**src/sv/dtfq_pkg.sv**
```systemverilog
// ----------------------------------------------------------------------------
// dtfq_pkg
// shared types and constants of the due-time / fuel priority queue
// ----------------------------------------------------------------------------
package dtfq_pkg;

  localparam int KIND_W    = 2;
  localparam int FUEL_W    = 17;
  localparam int SLOT_W    = 8;
  localparam int OUT_CNT_W = 5;
  localparam int ERR_W     = 2;

  typedef enum logic [KIND_W-1:0] {
    KIND_INSERT = 2'd0,
    KIND_REMOVE = 2'd1,
    KIND_COUNT  = 2'd2,
    KIND_NONE   = 2'd3
  } kind_t;

  typedef enum logic [ERR_W-1:0] {
    ERR_OK    = 2'd0,
    ERR_FULL  = 2'd1,
    ERR_EMPTY = 2'd2
  } err_t;

  typedef enum logic {
    ST_IDLE,
    ST_APPLY
  } state_t;

  typedef struct packed {
    kind_t kind;
    logic  urgent;
  } req_ctrl_t;

endpackage

```
**src/sv/due_time_fuel_priority_queue_unit.sv**
```systemverilog
// ----------------------------------------------------------------------------
// due_time_fuel_priority_queue_unit
// ordered queue of entries sorted by due time and fuel, stream interface
// ----------------------------------------------------------------------------
// requests arrive on s_axis: tuser carries the kind (insert, remove head,
// count due entries), tdata the entry fields and the current time. every
// request gives exactly one result on m_axis with the due count, the head
// entry after the operation, the occupancy, an empty flag and an error code.
// a request first lands in a two-entry queue; the back end takes it, runs
// the per-cell compares into the decide stage registers and the prefix
// select and shift in the next cycle, then loads the cells and the result
// register. the back end takes no new request until the previous one has
// committed its shift, so the next request sees the updated order.
// reset empties the entry array at once (only the entry count is cleared,
// not the cells) and drops any queued request. when m_axis_tready is low the
// result is held, the back end stalls after its compare cycle, and s_axis
// keeps taking requests until the two-entry queue is full.
// ----------------------------------------------------------------------------
module due_time_fuel_priority_queue_unit #(
  parameter int CAPACITY  = 16,
  parameter int TIME_BITS = 16
) (
  input  logic                                         clk,
  input  logic                                         rst,
  input  logic                                         s_axis_tvalid,
  output logic                                         s_axis_tready,
  // desired_time, fuel_left, urgent, slot_number, now_time, zero pad
  input  logic [((2 * TIME_BITS + 26 + 7) / 8) * 8 - 1:0] s_axis_tdata,
  // kind
  input  logic [dtfq_pkg::KIND_W-1:0]                  s_axis_tuser,
  output logic                                         m_axis_tvalid,
  input  logic                                         m_axis_tready,
  // due_count, head_time, head_fuel, head_urgent, head_slot, occupancy,
  // is_empty, error_flag, zero pad
  output logic [((TIME_BITS + 39 + 7) / 8) * 8 - 1:0]  m_axis_tdata
);
  import dtfq_pkg::*;

  localparam int CNT_W    = $clog2(CAPACITY + 1);
  localparam int OUT_W    = ((TIME_BITS + 39 + 7) / 8) * 8;
  localparam int FUEL_LO  = TIME_BITS;
  localparam int URG_BIT  = FUEL_LO + FUEL_W;
  localparam int SLOT_LO  = URG_BIT + 1;
  localparam int NOW_LO   = SLOT_LO + SLOT_W;

  logic                     req_valid;
  logic                     req_ready;
  req_ctrl_t                req_ctrl;
  logic [TIME_BITS-1:0]     req_time;
  logic signed [FUEL_W-1:0] req_fuel;
  logic [SLOT_W-1:0]        req_slot;

  logic [CNT_W-1:0]         res_due;
  logic [TIME_BITS-1:0]     res_head_time;
  logic signed [FUEL_W-1:0] res_head_fuel;
  logic                     res_head_urgent;
  logic [SLOT_W-1:0]        res_head_slot;
  logic [CNT_W-1:0]         res_occupancy;
  logic                     res_empty;
  err_t                     res_err;
  logic [31:0]              due_wide;
  logic [31:0]              occ_wide;

  dtfq_front #(
    .TIME_BITS(TIME_BITS)
  ) u_front (
    .clk             (clk),
    .rst             (rst),
    .in_valid        (s_axis_tvalid),
    .in_ready        (s_axis_tready),
    .in_kind         (s_axis_tuser),
    .in_desired_time (s_axis_tdata[TIME_BITS-1:0]),
    .in_fuel         (s_axis_tdata[URG_BIT-1:FUEL_LO]),
    .in_urgent       (s_axis_tdata[URG_BIT]),
    .in_slot         (s_axis_tdata[NOW_LO-1:SLOT_LO]),
    .in_now_time     (s_axis_tdata[NOW_LO+TIME_BITS-1:NOW_LO]),
    .req_valid       (req_valid),
    .req_ready       (req_ready),
    .req_ctrl        (req_ctrl),
    .req_time        (req_time),
    .req_fuel        (req_fuel),
    .req_slot        (req_slot)
  );

  dtfq_back #(
    .CAPACITY  (CAPACITY),
    .TIME_BITS (TIME_BITS),
    .CNT_W     (CNT_W)
  ) u_back (
    .clk             (clk),
    .rst             (rst),
    .req_valid       (req_valid),
    .req_ready       (req_ready),
    .req_ctrl        (req_ctrl),
    .req_time        (req_time),
    .req_fuel        (req_fuel),
    .req_slot        (req_slot),
    .out_valid       (m_axis_tvalid),
    .out_ready       (m_axis_tready),
    .out_due         (res_due),
    .out_head_time   (res_head_time),
    .out_head_fuel   (res_head_fuel),
    .out_head_urgent (res_head_urgent),
    .out_head_slot   (res_head_slot),
    .out_occupancy   (res_occupancy),
    .out_empty       (res_empty),
    .out_err         (res_err)
  );

  // counts are reported modulo the 5-bit field
  assign due_wide = 32'(res_due);
  assign occ_wide = 32'(res_occupancy);

  assign m_axis_tdata = OUT_W'({res_err, res_empty, occ_wide[OUT_CNT_W-1:0], res_head_slot,
                                res_head_urgent, res_head_fuel, res_head_time,
                                due_wide[OUT_CNT_W-1:0]});

  a_occ_bound: assert property (@(posedge clk) disable iff (rst)
    m_axis_tvalid |-> res_occupancy <= CNT_W'(CAPACITY))
    else $error("occupancy above capacity");

  a_full_drop: assert property (@(posedge clk) disable iff (rst)
    m_axis_tvalid && res_err == ERR_FULL |-> res_occupancy == CNT_W'(CAPACITY) && !res_empty)
    else $error("full error reported while queue not full");

  a_empty_drop: assert property (@(posedge clk) disable iff (rst)
    m_axis_tvalid && res_err == ERR_EMPTY |-> res_empty && res_occupancy == '0)
    else $error("empty error reported while queue holds entries");

  a_due_bound: assert property (@(posedge clk) disable iff (rst)
    m_axis_tvalid |-> res_due <= res_occupancy)
    else $error("due count above occupancy");

endmodule

```
**src/sv/dtfq_front.sv**
```systemverilog
// ----------------------------------------------------------------------------
// dtfq_front
// accepts requests, decodes the kind, picks the compare time and holds
// them in a two-entry queue ahead of the entry array
// ----------------------------------------------------------------------------
module dtfq_front #(
  parameter int TIME_BITS = 16
) (
  input  logic                                 clk,
  input  logic                                 rst,
  input  logic                                 in_valid,
  output logic                                 in_ready,
  input  logic [dtfq_pkg::KIND_W-1:0]          in_kind,
  input  logic [TIME_BITS-1:0]                 in_desired_time,
  input  logic signed [dtfq_pkg::FUEL_W-1:0]   in_fuel,
  input  logic                                 in_urgent,
  input  logic [dtfq_pkg::SLOT_W-1:0]          in_slot,
  input  logic [TIME_BITS-1:0]                 in_now_time,
  output logic                                 req_valid,
  input  logic                                 req_ready,
  output dtfq_pkg::req_ctrl_t                  req_ctrl,
  output logic [TIME_BITS-1:0]                 req_time,
  output logic signed [dtfq_pkg::FUEL_W-1:0]   req_fuel,
  output logic [dtfq_pkg::SLOT_W-1:0]          req_slot
);
  import dtfq_pkg::*;

  localparam int DEPTH  = 2;
  localparam int PTR_W  = $clog2(DEPTH);
  localparam int FILL_W = $clog2(DEPTH + 1);

  req_ctrl_t                q_ctrl [DEPTH];
  logic [TIME_BITS-1:0]     q_time [DEPTH];
  logic signed [FUEL_W-1:0] q_fuel [DEPTH];
  logic [SLOT_W-1:0]        q_slot [DEPTH];

  logic [PTR_W-1:0]  wr_ptr;
  logic [PTR_W-1:0]  rd_ptr;
  logic [FILL_W-1:0] fill;
  logic [FILL_W-1:0] fill_next;
  logic              push;
  logic              pop;
  req_ctrl_t         dec_ctrl;
  logic [TIME_BITS-1:0] dec_time;

  // count requests compare against now, inserts against their own time
  always_comb begin
    dec_ctrl.kind   = kind_t'(in_kind);
    dec_ctrl.urgent = in_urgent;
    dec_time        = (dec_ctrl.kind == KIND_COUNT) ? in_now_time : in_desired_time;
  end

  assign in_ready  = (fill != FILL_W'(DEPTH));
  assign req_valid = (fill != '0);
  assign push      = in_valid & in_ready;
  assign pop       = req_valid & req_ready;

  always_comb begin
    fill_next = fill;
    if (push && !pop) begin
      fill_next = fill + FILL_W'(1);
    end else if (pop && !push) begin
      fill_next = fill - FILL_W'(1);
    end
  end

  always_ff @(posedge clk) begin
    if (rst) begin
      wr_ptr <= '0;
      rd_ptr <= '0;
      fill   <= '0;
    end else begin
      fill <= fill_next;
      if (push) begin
        wr_ptr <= wr_ptr + PTR_W'(1);
      end
      if (pop) begin
        rd_ptr <= rd_ptr + PTR_W'(1);
      end
    end
  end

  always_ff @(posedge clk) begin
    if (push) begin
      q_ctrl[wr_ptr] <= dec_ctrl;
      q_time[wr_ptr] <= dec_time;
      q_fuel[wr_ptr] <= in_fuel;
      q_slot[wr_ptr] <= in_slot;
    end
  end

  assign req_ctrl = q_ctrl[rd_ptr];
  assign req_time = q_time[rd_ptr];
  assign req_fuel = q_fuel[rd_ptr];
  assign req_slot = q_slot[rd_ptr];

endmodule

```
**src/sv/dtfq_back.sv**
```systemverilog
// ----------------------------------------------------------------------------
// dtfq_back
// ordered entry cells: per-cell compares into the decide stage registers,
// then prefix select and shift, then the result register
// ----------------------------------------------------------------------------
module dtfq_back #(
  parameter int CAPACITY  = 16,
  parameter int TIME_BITS = 16,
  parameter int CNT_W     = $clog2(CAPACITY + 1)
) (
  input  logic                                 clk,
  input  logic                                 rst,
  input  logic                                 req_valid,
  output logic                                 req_ready,
  input  dtfq_pkg::req_ctrl_t                  req_ctrl,
  input  logic [TIME_BITS-1:0]                 req_time,
  input  logic signed [dtfq_pkg::FUEL_W-1:0]   req_fuel,
  input  logic [dtfq_pkg::SLOT_W-1:0]          req_slot,
  output logic                                 out_valid,
  input  logic                                 out_ready,
  output logic [CNT_W-1:0]                     out_due,
  output logic [TIME_BITS-1:0]                 out_head_time,
  output logic signed [dtfq_pkg::FUEL_W-1:0]   out_head_fuel,
  output logic                                 out_head_urgent,
  output logic [dtfq_pkg::SLOT_W-1:0]          out_head_slot,
  output logic [CNT_W-1:0]                     out_occupancy,
  output logic                                 out_empty,
  output dtfq_pkg::err_t                       out_err
);
  import dtfq_pkg::*;

  function automatic logic [CAPACITY-1:0] low_mask(input int idx);
    logic [CAPACITY-1:0] m;
    m = ~({CAPACITY{1'b1}} << (idx + 1));
    return m;
  endfunction

  // entry cells
  logic [TIME_BITS-1:0]     cell_time   [CAPACITY];
  logic signed [FUEL_W-1:0] cell_fuel   [CAPACITY];
  logic                     cell_urgent [CAPACITY];
  logic [SLOT_W-1:0]        cell_slot   [CAPACITY];
  logic [TIME_BITS-1:0]     time_next   [CAPACITY];
  logic signed [FUEL_W-1:0] fuel_next   [CAPACITY];
  logic                     urgent_next [CAPACITY];
  logic [SLOT_W-1:0]        slot_next   [CAPACITY];
  logic [CNT_W-1:0]         count;
  logic [CNT_W-1:0]         count_next;

  state_t state;
  state_t state_next;
  logic   take;
  logic   commit;

  // decide stage registers
  logic [CAPACITY-1:0]      dec_a;
  logic [CAPACITY-1:0]      dec_b;
  req_ctrl_t                dec_ctrl;
  logic [TIME_BITS-1:0]     dec_time;
  logic signed [FUEL_W-1:0] dec_fuel;
  logic [SLOT_W-1:0]        dec_slot;
  err_t                     dec_err;

  logic [CAPACITY-1:0] cmp_a;
  logic [CAPACITY-1:0] cmp_b;
  err_t                cmp_err;

  logic [CAPACITY-1:0] p1;
  logic [CAPACITY-1:0] sel;
  logic [CAPACITY-1:0] q;
  logic [CAPACITY-1:0] qprev;
  logic [CNT_W-1:0]    pos;
  logic                do_insert;
  logic                do_remove;

  // sequencer
  always_comb begin
    state_next = state;
    unique case (state)
      ST_IDLE:  if (req_valid) state_next = ST_APPLY;
      ST_APPLY: if (commit) state_next = ST_IDLE;
      default:  state_next = ST_IDLE;
    endcase
  end

  always_comb begin
    req_ready = (state == ST_IDLE);
    take      = req_ready & req_valid;
    commit    = (state == ST_APPLY) && (!out_valid || out_ready);
  end

  always_ff @(posedge clk) begin
    if (rst) begin
      state <= ST_IDLE;
    end else begin
      state <= state_next;
    end
  end

  // per-cell compares against the request at the queue head
  always_comb begin
    for (int i = 0; i < CAPACITY; i++) begin
      cmp_a[i] = (CNT_W'(i) < count) && (cell_time[i] <= req_time);
      cmp_b[i] = (CNT_W'(i) < count) && (cell_fuel[i] < req_fuel);
    end
    cmp_err = ERR_OK;
    if (req_ctrl.kind == KIND_INSERT && count == CNT_W'(CAPACITY)) begin
      cmp_err = ERR_FULL;
    end else if (req_ctrl.kind == KIND_REMOVE && count == '0) begin
      cmp_err = ERR_EMPTY;
    end
  end

  always_ff @(posedge clk) begin
    if (take) begin
      dec_a    <= cmp_a;
      dec_b    <= cmp_b;
      dec_ctrl <= req_ctrl;
      dec_time <= req_time;
      dec_fuel <= req_fuel;
      dec_slot <= req_slot;
      dec_err  <= cmp_err;
    end
  end

  // leading runs: time skip first (non-urgent only), then fuel skip
  always_comb begin
    for (int i = 0; i < CAPACITY; i++) begin
      p1[i] = !dec_ctrl.urgent && (&(dec_a | ~low_mask(i)));
    end
    sel = (dec_ctrl.kind == KIND_COUNT) ? dec_a : (p1 | dec_b);
    for (int i = 0; i < CAPACITY; i++) begin
      q[i] = &(sel | ~low_mask(i));
    end
    qprev = {q[CAPACITY-2:0], 1'b1};
    pos = '0;
    for (int i = 0; i < CAPACITY; i++) begin
      if (qprev[i] && !q[i]) begin
        pos = pos | CNT_W'(i);
      end
    end
    if (q[CAPACITY-1]) begin
      pos = pos | CNT_W'(CAPACITY);
    end
  end

  assign do_insert = (dec_ctrl.kind == KIND_INSERT) && (dec_err == ERR_OK);
  assign do_remove = (dec_ctrl.kind == KIND_REMOVE) && (dec_err == ERR_OK);

  always_comb begin
    count_next = count;
    if (do_insert) begin
      count_next = count + CNT_W'(1);
    end else if (do_remove) begin
      count_next = count - CNT_W'(1);
    end
  end

  for (genvar g = 0; g < CAPACITY; g++) begin : g_cell
    always_comb begin
      time_next[g]   = cell_time[g];
      fuel_next[g]   = cell_fuel[g];
      urgent_next[g] = cell_urgent[g];
      slot_next[g]   = cell_slot[g];
      if (do_insert && !q[g]) begin
        if (qprev[g]) begin
          time_next[g]   = dec_time;
          fuel_next[g]   = dec_fuel;
          urgent_next[g] = dec_ctrl.urgent;
          slot_next[g]   = dec_slot;
        end else begin
          time_next[g]   = cell_time[(g == 0) ? 0 : g - 1];
          fuel_next[g]   = cell_fuel[(g == 0) ? 0 : g - 1];
          urgent_next[g] = cell_urgent[(g == 0) ? 0 : g - 1];
          slot_next[g]   = cell_slot[(g == 0) ? 0 : g - 1];
        end
      end else if (do_remove && g < CAPACITY - 1) begin
        time_next[g]   = cell_time[(g < CAPACITY - 1) ? g + 1 : g];
        fuel_next[g]   = cell_fuel[(g < CAPACITY - 1) ? g + 1 : g];
        urgent_next[g] = cell_urgent[(g < CAPACITY - 1) ? g + 1 : g];
        slot_next[g]   = cell_slot[(g < CAPACITY - 1) ? g + 1 : g];
      end
    end

    always_ff @(posedge clk) begin
      if (commit) begin
        cell_time[g]   <= time_next[g];
        cell_fuel[g]   <= fuel_next[g];
        cell_urgent[g] <= urgent_next[g];
        cell_slot[g]   <= slot_next[g];
      end
    end
  end

  always_ff @(posedge clk) begin
    if (rst) begin
      count     <= '0;
      out_valid <= 1'b0;
    end else begin
      if (commit) begin
        count     <= count_next;
        out_valid <= 1'b1;
      end else if (out_ready) begin
        out_valid <= 1'b0;
      end
    end
  end

  // result register, head taken from the updated cells
  always_ff @(posedge clk) begin
    if (commit) begin
      out_due       <= (dec_ctrl.kind == KIND_COUNT) ? pos : '0;
      out_occupancy <= count_next;
      out_empty     <= (count_next == '0);
      out_err       <= dec_err;
      if (count_next != '0) begin
        out_head_time   <= time_next[0];
        out_head_fuel   <= fuel_next[0];
        out_head_urgent <= urgent_next[0];
        out_head_slot   <= slot_next[0];
      end else begin
        out_head_time   <= '0;
        out_head_fuel   <= '0;
        out_head_urgent <= 1'b0;
        out_head_slot   <= '0;
      end
    end
  end

endmodule
```
**config.mk**
```make
export PLATFORM = sky130hd
export DESIGN_NAME = due_time_fuel_priority_queue_unit
export DESIGN_NICKNAME = d
export VERILOG_FILES = /design/src/sv/dtfq_pkg.sv /design/src/sv/due_time_fuel_priority_queue_unit.sv /design/src/sv/dtfq_front.sv /design/src/sv/dtfq_back.sv
export SDC_FILE = /design/constraint.sdc
export NUM_CORES = 2
export LEC_CHECK = 0
export BUFFER_PORTS_ARGS = -buffer_cell sky130_fd_sc_hd__buf_2
export CORE_ASPECT_RATIO = 0.5
export CORE_UTILIZATION = 40
export CTS_CLUSTER_SIZE = 16
export DETAILED_ROUTE_END_ITERATION = 12
export MAX_ROUTING_LAYER = met4
export PLACE_DENSITY = 0.64
export SYNTH_ARGS = -nofsm -noshare
export SYNTH_HDL_FRONTEND = slang
export SYNTH_SLANG_ARGS = --single-unit
```
**constraint.sdc**
```tcl
create_clock -name clk -period 14.6 [get_ports clk]
set_input_delay 0.73 -clock clk [delete_from_list [all_inputs] [get_ports clk]]
set_output_delay 0.73 -clock clk [all_outputs]
set_load 0.01 [all_outputs]
```
### Word-level counts from Yosys, hierarchy flattened

Memory sizes are Yosys's and may differ from the RTL's. A register that Yosys moved wholly into a read port is not among the register bits.
Index checks and enable logic that the tools add are counted.
W data, S select, Z words.

| word-level totals | value |
|---|---|
| flip-flop bits (word level) | 136 |
| bits in writable memories | 760 |
| input bits | 70 |
| output and inout port bits | 58 |
| memories | 8 |

| cells by class | value |
|---|---|
| add/sub/neg operators | 6 |
| magnitude comparators | 48 |
| equal/unequal tests | 6 |
| mux-type cells | 222 |
| bitwise operators | 4 |
| reduce and logical (&&, ||, !) cells | 146 |

Memories:

| name | words | bits a word | rd ports | clocked after Yosys merged registers in | wr ports | line | source |
|---|---|---|---|---|---|---|---|
| u_back.cell_fuel | 16 | 17 | 16 | 0 | 16 | dtfq_back.sv:40 | `logic signed [FUEL_W-1:0] cell_fuel [CAPACITY];` |
| u_back.cell_time | 16 | 16 | 16 | 0 | 16 | dtfq_back.sv:39 | `logic [TIME_BITS-1:0] cell_time [CAPACITY];` |
| u_back.cell_slot | 16 | 8 | 16 | 0 | 16 | dtfq_back.sv:42 | `logic [SLOT_W-1:0] cell_slot [CAPACITY];` |
| u_front.q_fuel | 2 | 17 | 1 | 1 | 1 | dtfq_front.sv:34 | `logic signed [FUEL_W-1:0] q_fuel [DEPTH];` |
| u_front.q_time | 2 | 16 | 1 | 1 | 1 | dtfq_front.sv:33 | `logic [TIME_BITS-1:0] q_time [DEPTH];` |
| u_back.cell_urgent | 16 | 1 | 16 | 0 | 16 | dtfq_back.sv:41 | `logic cell_urgent [CAPACITY];` |
| 2 more memories | -- | -- | -- | -- | -- | -- |  |

Operator list:

| operator | count |
|---|---|
| $mux W17 | 46 |
| $mux W16 | 48 |
| $mux W8 | 46 |
| $lt A17 B17 Y1 | 16 |
| $le A16 B16 Y1 | 16 |
| $logic_and A1 B1 Y1 | 86 |
| $mux W1 | 61 |
| $lt A4 B5 Y1 const A | 8 |
| $mux W4 | 8 |
| $reduce_and A16 Y1 | 2 |
| $reduce_and A15 Y1 | 2 |
| $reduce_and A14 Y1 | 2 |
| $reduce_and A13 Y1 | 2 |
| $reduce_and A12 Y1 | 2 |
| $reduce_and A11 Y1 | 2 |
| $logic_not A1 Y1 | 20 |
| $lt A3 B5 Y1 const A | 4 |
| $reduce_and A10 Y1 | 2 |
| $reduce_and A9 Y1 | 2 |
| $or A16 B16 Y16 | 1 |
| $reduce_and A8 Y1 | 2 |
| $mux W5 | 3 |
| $reduce_and A7 Y1 | 2 |
| $mux W3 | 4 |
| other kinds (25) | 45 |

### Longest topological paths before layout

| depth | value |
|---|---|
| depth after elaboration | 23 |
| depth in mapped cells | 14 |
| depth with buffers taken out | 9 |

### Modules after synthesis

A second synthesis with hierarchy kept.

| second synthesis, totals | value |
|---|---|
| cell total of the unflattened synthesis | 4923 |
| area total of the unflattened synthesis | 54213.2 µm² |

By module, submodules not included:

| module | times used | cells each | area an instance (µm²) | seq. area each (µm²) |
|---|---|---|---|---|
| dtfq_back | 1 | 4739 | 50577.3 | 24313.3 |
| dtfq_front | 1 | 180 | 3609.7 | 2742.6 |
| due_time_fuel_priority_queue_unit | 1 | 4 | 26.3 | 0.0 |

### Worst setup path after synthesis

No wires, ideal clock.

| path | value |
|---|---|
| path type | reg2reg |
| from | register, netlist name u_back.dec_ctrl[1] |
| to | memory u_back.cell_fuel[15][0] (netlist: u_back.cell_fuel[1][119]), enable pin |
| library setup time | 493 ps |
| arrival time | 4897 ps |
| required time | 14107 ps |
| path slack | 9210 ps |
| cell stages (with the launch flop) | 12 |
| buffers on the path | 4 |
| clock period less this slack | 5390 ps |
| cell sequence | edfxtp_1 buf_6 nand2b_4 buf_6 buf_2 mux2_1 a31o_2 a21boi_4 nand4_4 buf_6 nor2_1 nor3_1 |

RTL lines:

| item | line |
|---|---|
| end: declaration | dtfq_back.sv:40 |

==> results_dict.tcl <==
set metrics [dict create \
    status "complete, no violations" \
    dieArea_sq_mm 0.138 \
    worstMarginPinSlew_ns 1.13 \
    clk_latency_ns 0.70 \
    dieWidth_microns 524 \
    hold_class "input pin to flip-flop" \
    start_kind "flip-flop" \
    ys_seq_area_share_pct 49.7 \
    gp_congestion 0.953 \
    overflow 0 \
    min-delay-start "s_axis_tdata[31]" \
    synth_ff_type "edfxtp_1" \
    syn_area_per_cell_sq_um 10.9 \
    grt_pass1_vias 41508 \
    ys_types 85 \
    drt_iter0_drc 2892 \
    ctsRootBufferMaster "clkbuf_16" \
    clk_pin_slew_ns 0.06 \
    synth_top_area_share_pct 49.3 \
    crit_required_ns 14.96 \
    worstSetupStartpoint "u_back.dec_ctrl[1]$_DFFE_PP_" \
    numCtsBuffers 93 \
    finalWirelength_microns 146000 \
    ir_drop_v 0.000154 \
    num_vias 40155 \
    max_slew_margin_pct 22.8 \
    comb_power_share_pct 37.6 \
    worstPathArrival_ns 5.76 \
    p_seq_share_pct 39.4 \
    core.rowCount 95 \
    power.internal_mw 6.51 \
    power_frac_clock_pct 23.1 \
    grt_max_degree 86 \
    clock_skew_ns 0.0243 \
    postCtsHoldBufs 0 \
    syn_area_sq_mm 0.0544 \
    cts_resized 0 \
    start_util_pct 40.4 \
    ant_nets 0 \
    synthArstFlopShare_pct 0 \
    end_kind "flip-flop" \
    drive_above_1_share_pct 9.68 \
    fin_ws_ns 9.20 \
    postCtsSetupRepairBufs 0 \
    power_leakage_nw 24.6 \
    drc 0 \
    clock_sink_count 905 \
    cts_tree "done" \
    synth-edff-count 893 \
    hpwl_microns 107000 \
    switchingPower_mw 4.22 \
    syn_nets 5584 \
    finalCriticalPeriod_ns 5.40 \
    final_core_util_pct 44.6 \
    avgRoutedWirePerCell_microns 21.2 \
    fmax_ghz 0.185 \
    critical_path.max_fanout 85 \
    grt_antenna_before_repair 5 \
    syn_inst 4997 \
    ctsHtreeMaxLevel 3 \
    rsz0062_at_grt "no" \
    setup_violations 0 \
    synth.top_cells.by_area "edfxtp_1, ha_1, mux2i_1, nand2_1, a21oi_1" \
    switching_share_pct 39.3 \
    die_h_microns 263 \
    dr.pass1.iters 6 \
    place_ws_ns 9.34 \
    final_nets 5594 \
    design.core.area_sq_mm 0.135 \
    port_buffers 120 \
    path_class "flip-flop to flip-flop" \
    synth_top_area_cell "edfxtp_1" \
    vias_per_cell 5.83 \
    r2r-start "u_back.dec_ctrl[1]$_DFFE_PP_" \
    fin_setup_tns_ns 0 \
    grt_use_total_pct 21.5 \
    fin_crit_sh_pct 37.0 \
    drv_cap 0 \
    grt_first_pass_wirelength_microns 230000 \
    synthToLayoutAreaGrowth_pct 10.4 \
    io_pins 128 \
    power-per-cell-area_mw_per_mm2 179 \
    ys_ff_latch 905 \
    hold_violations 0 \
    synth-warning-count 0 \
    clockBufferDepth 3 \
    maxSlewViolCount 0 \
]
## cell families (layout without fill, tap and decap cells)
kind of cell,after synthesis,after routing,synth area share [%]
AND/OR/NAND/NOR,1402,1402,10.9
AO/OA/AOI/OAI,1223,1223,13.5
flip-flops,905,905,49.7
multiplexers,567,567,10.6
adder cells (fa/ha/maj),517,517,11.9
buffers and inverters,371,459,3.18
XOR/XNOR,11,11,0.177
other,1,6,0.00689
## final timing paths
check / to / slack (ns) / cells after the start
min: u_front.q_fuel[0][15]$_DFFE_PP_ / 0.22 / 1
min reg2reg: u_back.out_valid$_SDFFE_PP0P_ / 0.52 / 2
max: u_back.cell_time[0][33]$_DFFE_PP_ / 9.20 / 10
max reg2reg: u_back.cell_time[0][33]$_DFFE_PP_ / 9.20 / 10
## cells in the final DEF (no fill, tap or decap), types with 20 or more instances in the layout
cell type	instances
edfxtp_1	893
nand2_1	627
ha_1	517
nor2_1	515
mux2i_1	462
a21oi_1	428
o21ai_0	213
a21o_1	152
buf_2	120
a31oi_1	97
clkbuf_16	96
buf_4	91
o21ai_1	82
nand4_1	72
inv_1	70
o21a_1	57
o22ai_1	47
mux2_2	37
mux2_1	36
nor2b_1	34
mux2i_2	32
nand3_1	28
a211oi_1	22
clkinv_2	21
clkbuf_1	21
nand2b_1	20
## layer usage
| metal | up-vias | global-route usage, % | part of all wire, % |
|---|---|---|---|
| li1 | 18718 | - | - |
| met1 | 20053 | 28.4 | 45 |
| met2 | 1136 | 34.7 | 48 |
| met3 | 248 | 2.66 | 5.0 |
| met4 | 0 | 5.88 | 2.4 |
| met5 | - | - | 0 |
## Yosys cell counts, types with 6 or more instances
| cell type | number |
|---|---|
| a211oi_1 | 22 |
| nor2b_1 | 34 |
| buf_2 | 91 |
| nor4_1 | 9 |
| o211ai_1 | 16 |
| inv_1 | 72 |
| mux2i_1 | 494 |
| nor3_1 | 18 |
| a21oi_1 | 436 |
| o21ai_0 | 213 |
| buf_4 | 26 |
| nand4_1 | 72 |
| o221ai_1 | 8 |
| a21o_1 | 152 |
| nor3b_1 | 6 |
| clkbuf_1 | 145 |
| ha_1 | 517 |
| nand2b_1 | 21 |
| o22ai_1 | 47 |
| o21a_1 | 57 |
| a31oi_1 | 100 |
| o2111ai_1 | 16 |
| dfxtp_1 | 12 |
| and2_1 | 10 |
| or3_1 | 8 |
| a2111oi_0 | 8 |
| nand2_1 | 633 |
| xnor2_1 | 6 |
| a41oi_1 | 9 |
| o21ai_1 | 82 |
| edfxtp_1 | 893 |
| and3_1 | 7 |
| mux2_2 | 37 |
| buf_1 | 21 |
| nand3_1 | 30 |
| nor2_1 | 526 |
| mux2_1 | 36 |
| o21bai_1 | 8 |
| buf_6 | 12 |
## worst max-delay path, cell delays in order (launching register included)
cell      delay (ns)
edfxtp_1        0.62
and2b_1         0.65
o21ai_1         0.23
a22oi_4         0.56
buf_4           0.72
a21boi_4        0.28
buf_4           0.61
nand2b_2        0.24
buf_4           0.61
a21oi_4         0.10
buf_4           0.34
## sequential cells by signal (all words and copies together) (netlist names), 2 cells and up, named ones only
name	cells
u_back.out_head_fuel	17
u_front.q_slot	16
u_back.dec_b	16
u_back.out_due	5
u_back.out_head_slot	8
u_back.cell_time	256
u_back.count	5
u_back.dec_err	2
u_back.out_occupancy	5
u_back.out_head_time	16
u_back.dec_ctrl	3
u_front.q_time	32
u_back.dec_slot	8
u_back.dec_fuel	17
u_back.dec_a	16
u_back.dec_time	16
u_back.cell_urgent	16
u_front.fill	2
u_front.q_fuel	34
u_front.q_ctrl	6
u_back.cell_fuel	272
u_back.out_err	2
u_back.cell_slot	128
## power by group through the flow
| stage | Sequential, mW | Clock [mW] | Combinational (mW) |
|---|---|---|---|
| global placement | 4.25 | 0 | 3.82 |
| floorplan | 3.95 | 0 | 2.87 |
| CTS | 4.22 | 2.52 | 4.00 |
| detailed placement | 4.27 | 0 | 3.97 |
| finish | 4.22 | 2.48 | 4.03 |
| global route | 4.27 | 2.60 | 4.47 |
## metrics by stage
stage | power (mW) | hold slack, ns | instances | area (sq um)
floorplan | 6.82 | 0.461 | 4997 | 54400
global placement | 8.07 | 0.495 | 6704 | 56900
detailed placement | 8.24 | 0.517 | 6704 | 56900
CTS | 10.7 | 0.172 | 6877 | 60000
global route | 11.3 | 0.186 | 6882 | 60100
finish | 10.7 | 0.220 | 6884 | 60100
## cell type report
| cell class | instances | area (sq um) |
|---|---|---|
| inverters | 73 | 278 |
| clock buffers | 124 | 2580 |
| flip-flops and latches | 905 | 27100 |
| repair buffers | 213 | 1320 |
| fillers | 12479 | 74500 |
| clock inverters | 49 | 517 |
| multi-input cells | 3721 | 26100 |
| well taps | 1794 | 2240 |
| diodes | 5 | 12.5 |
Power figures use the tool's default switching activity.
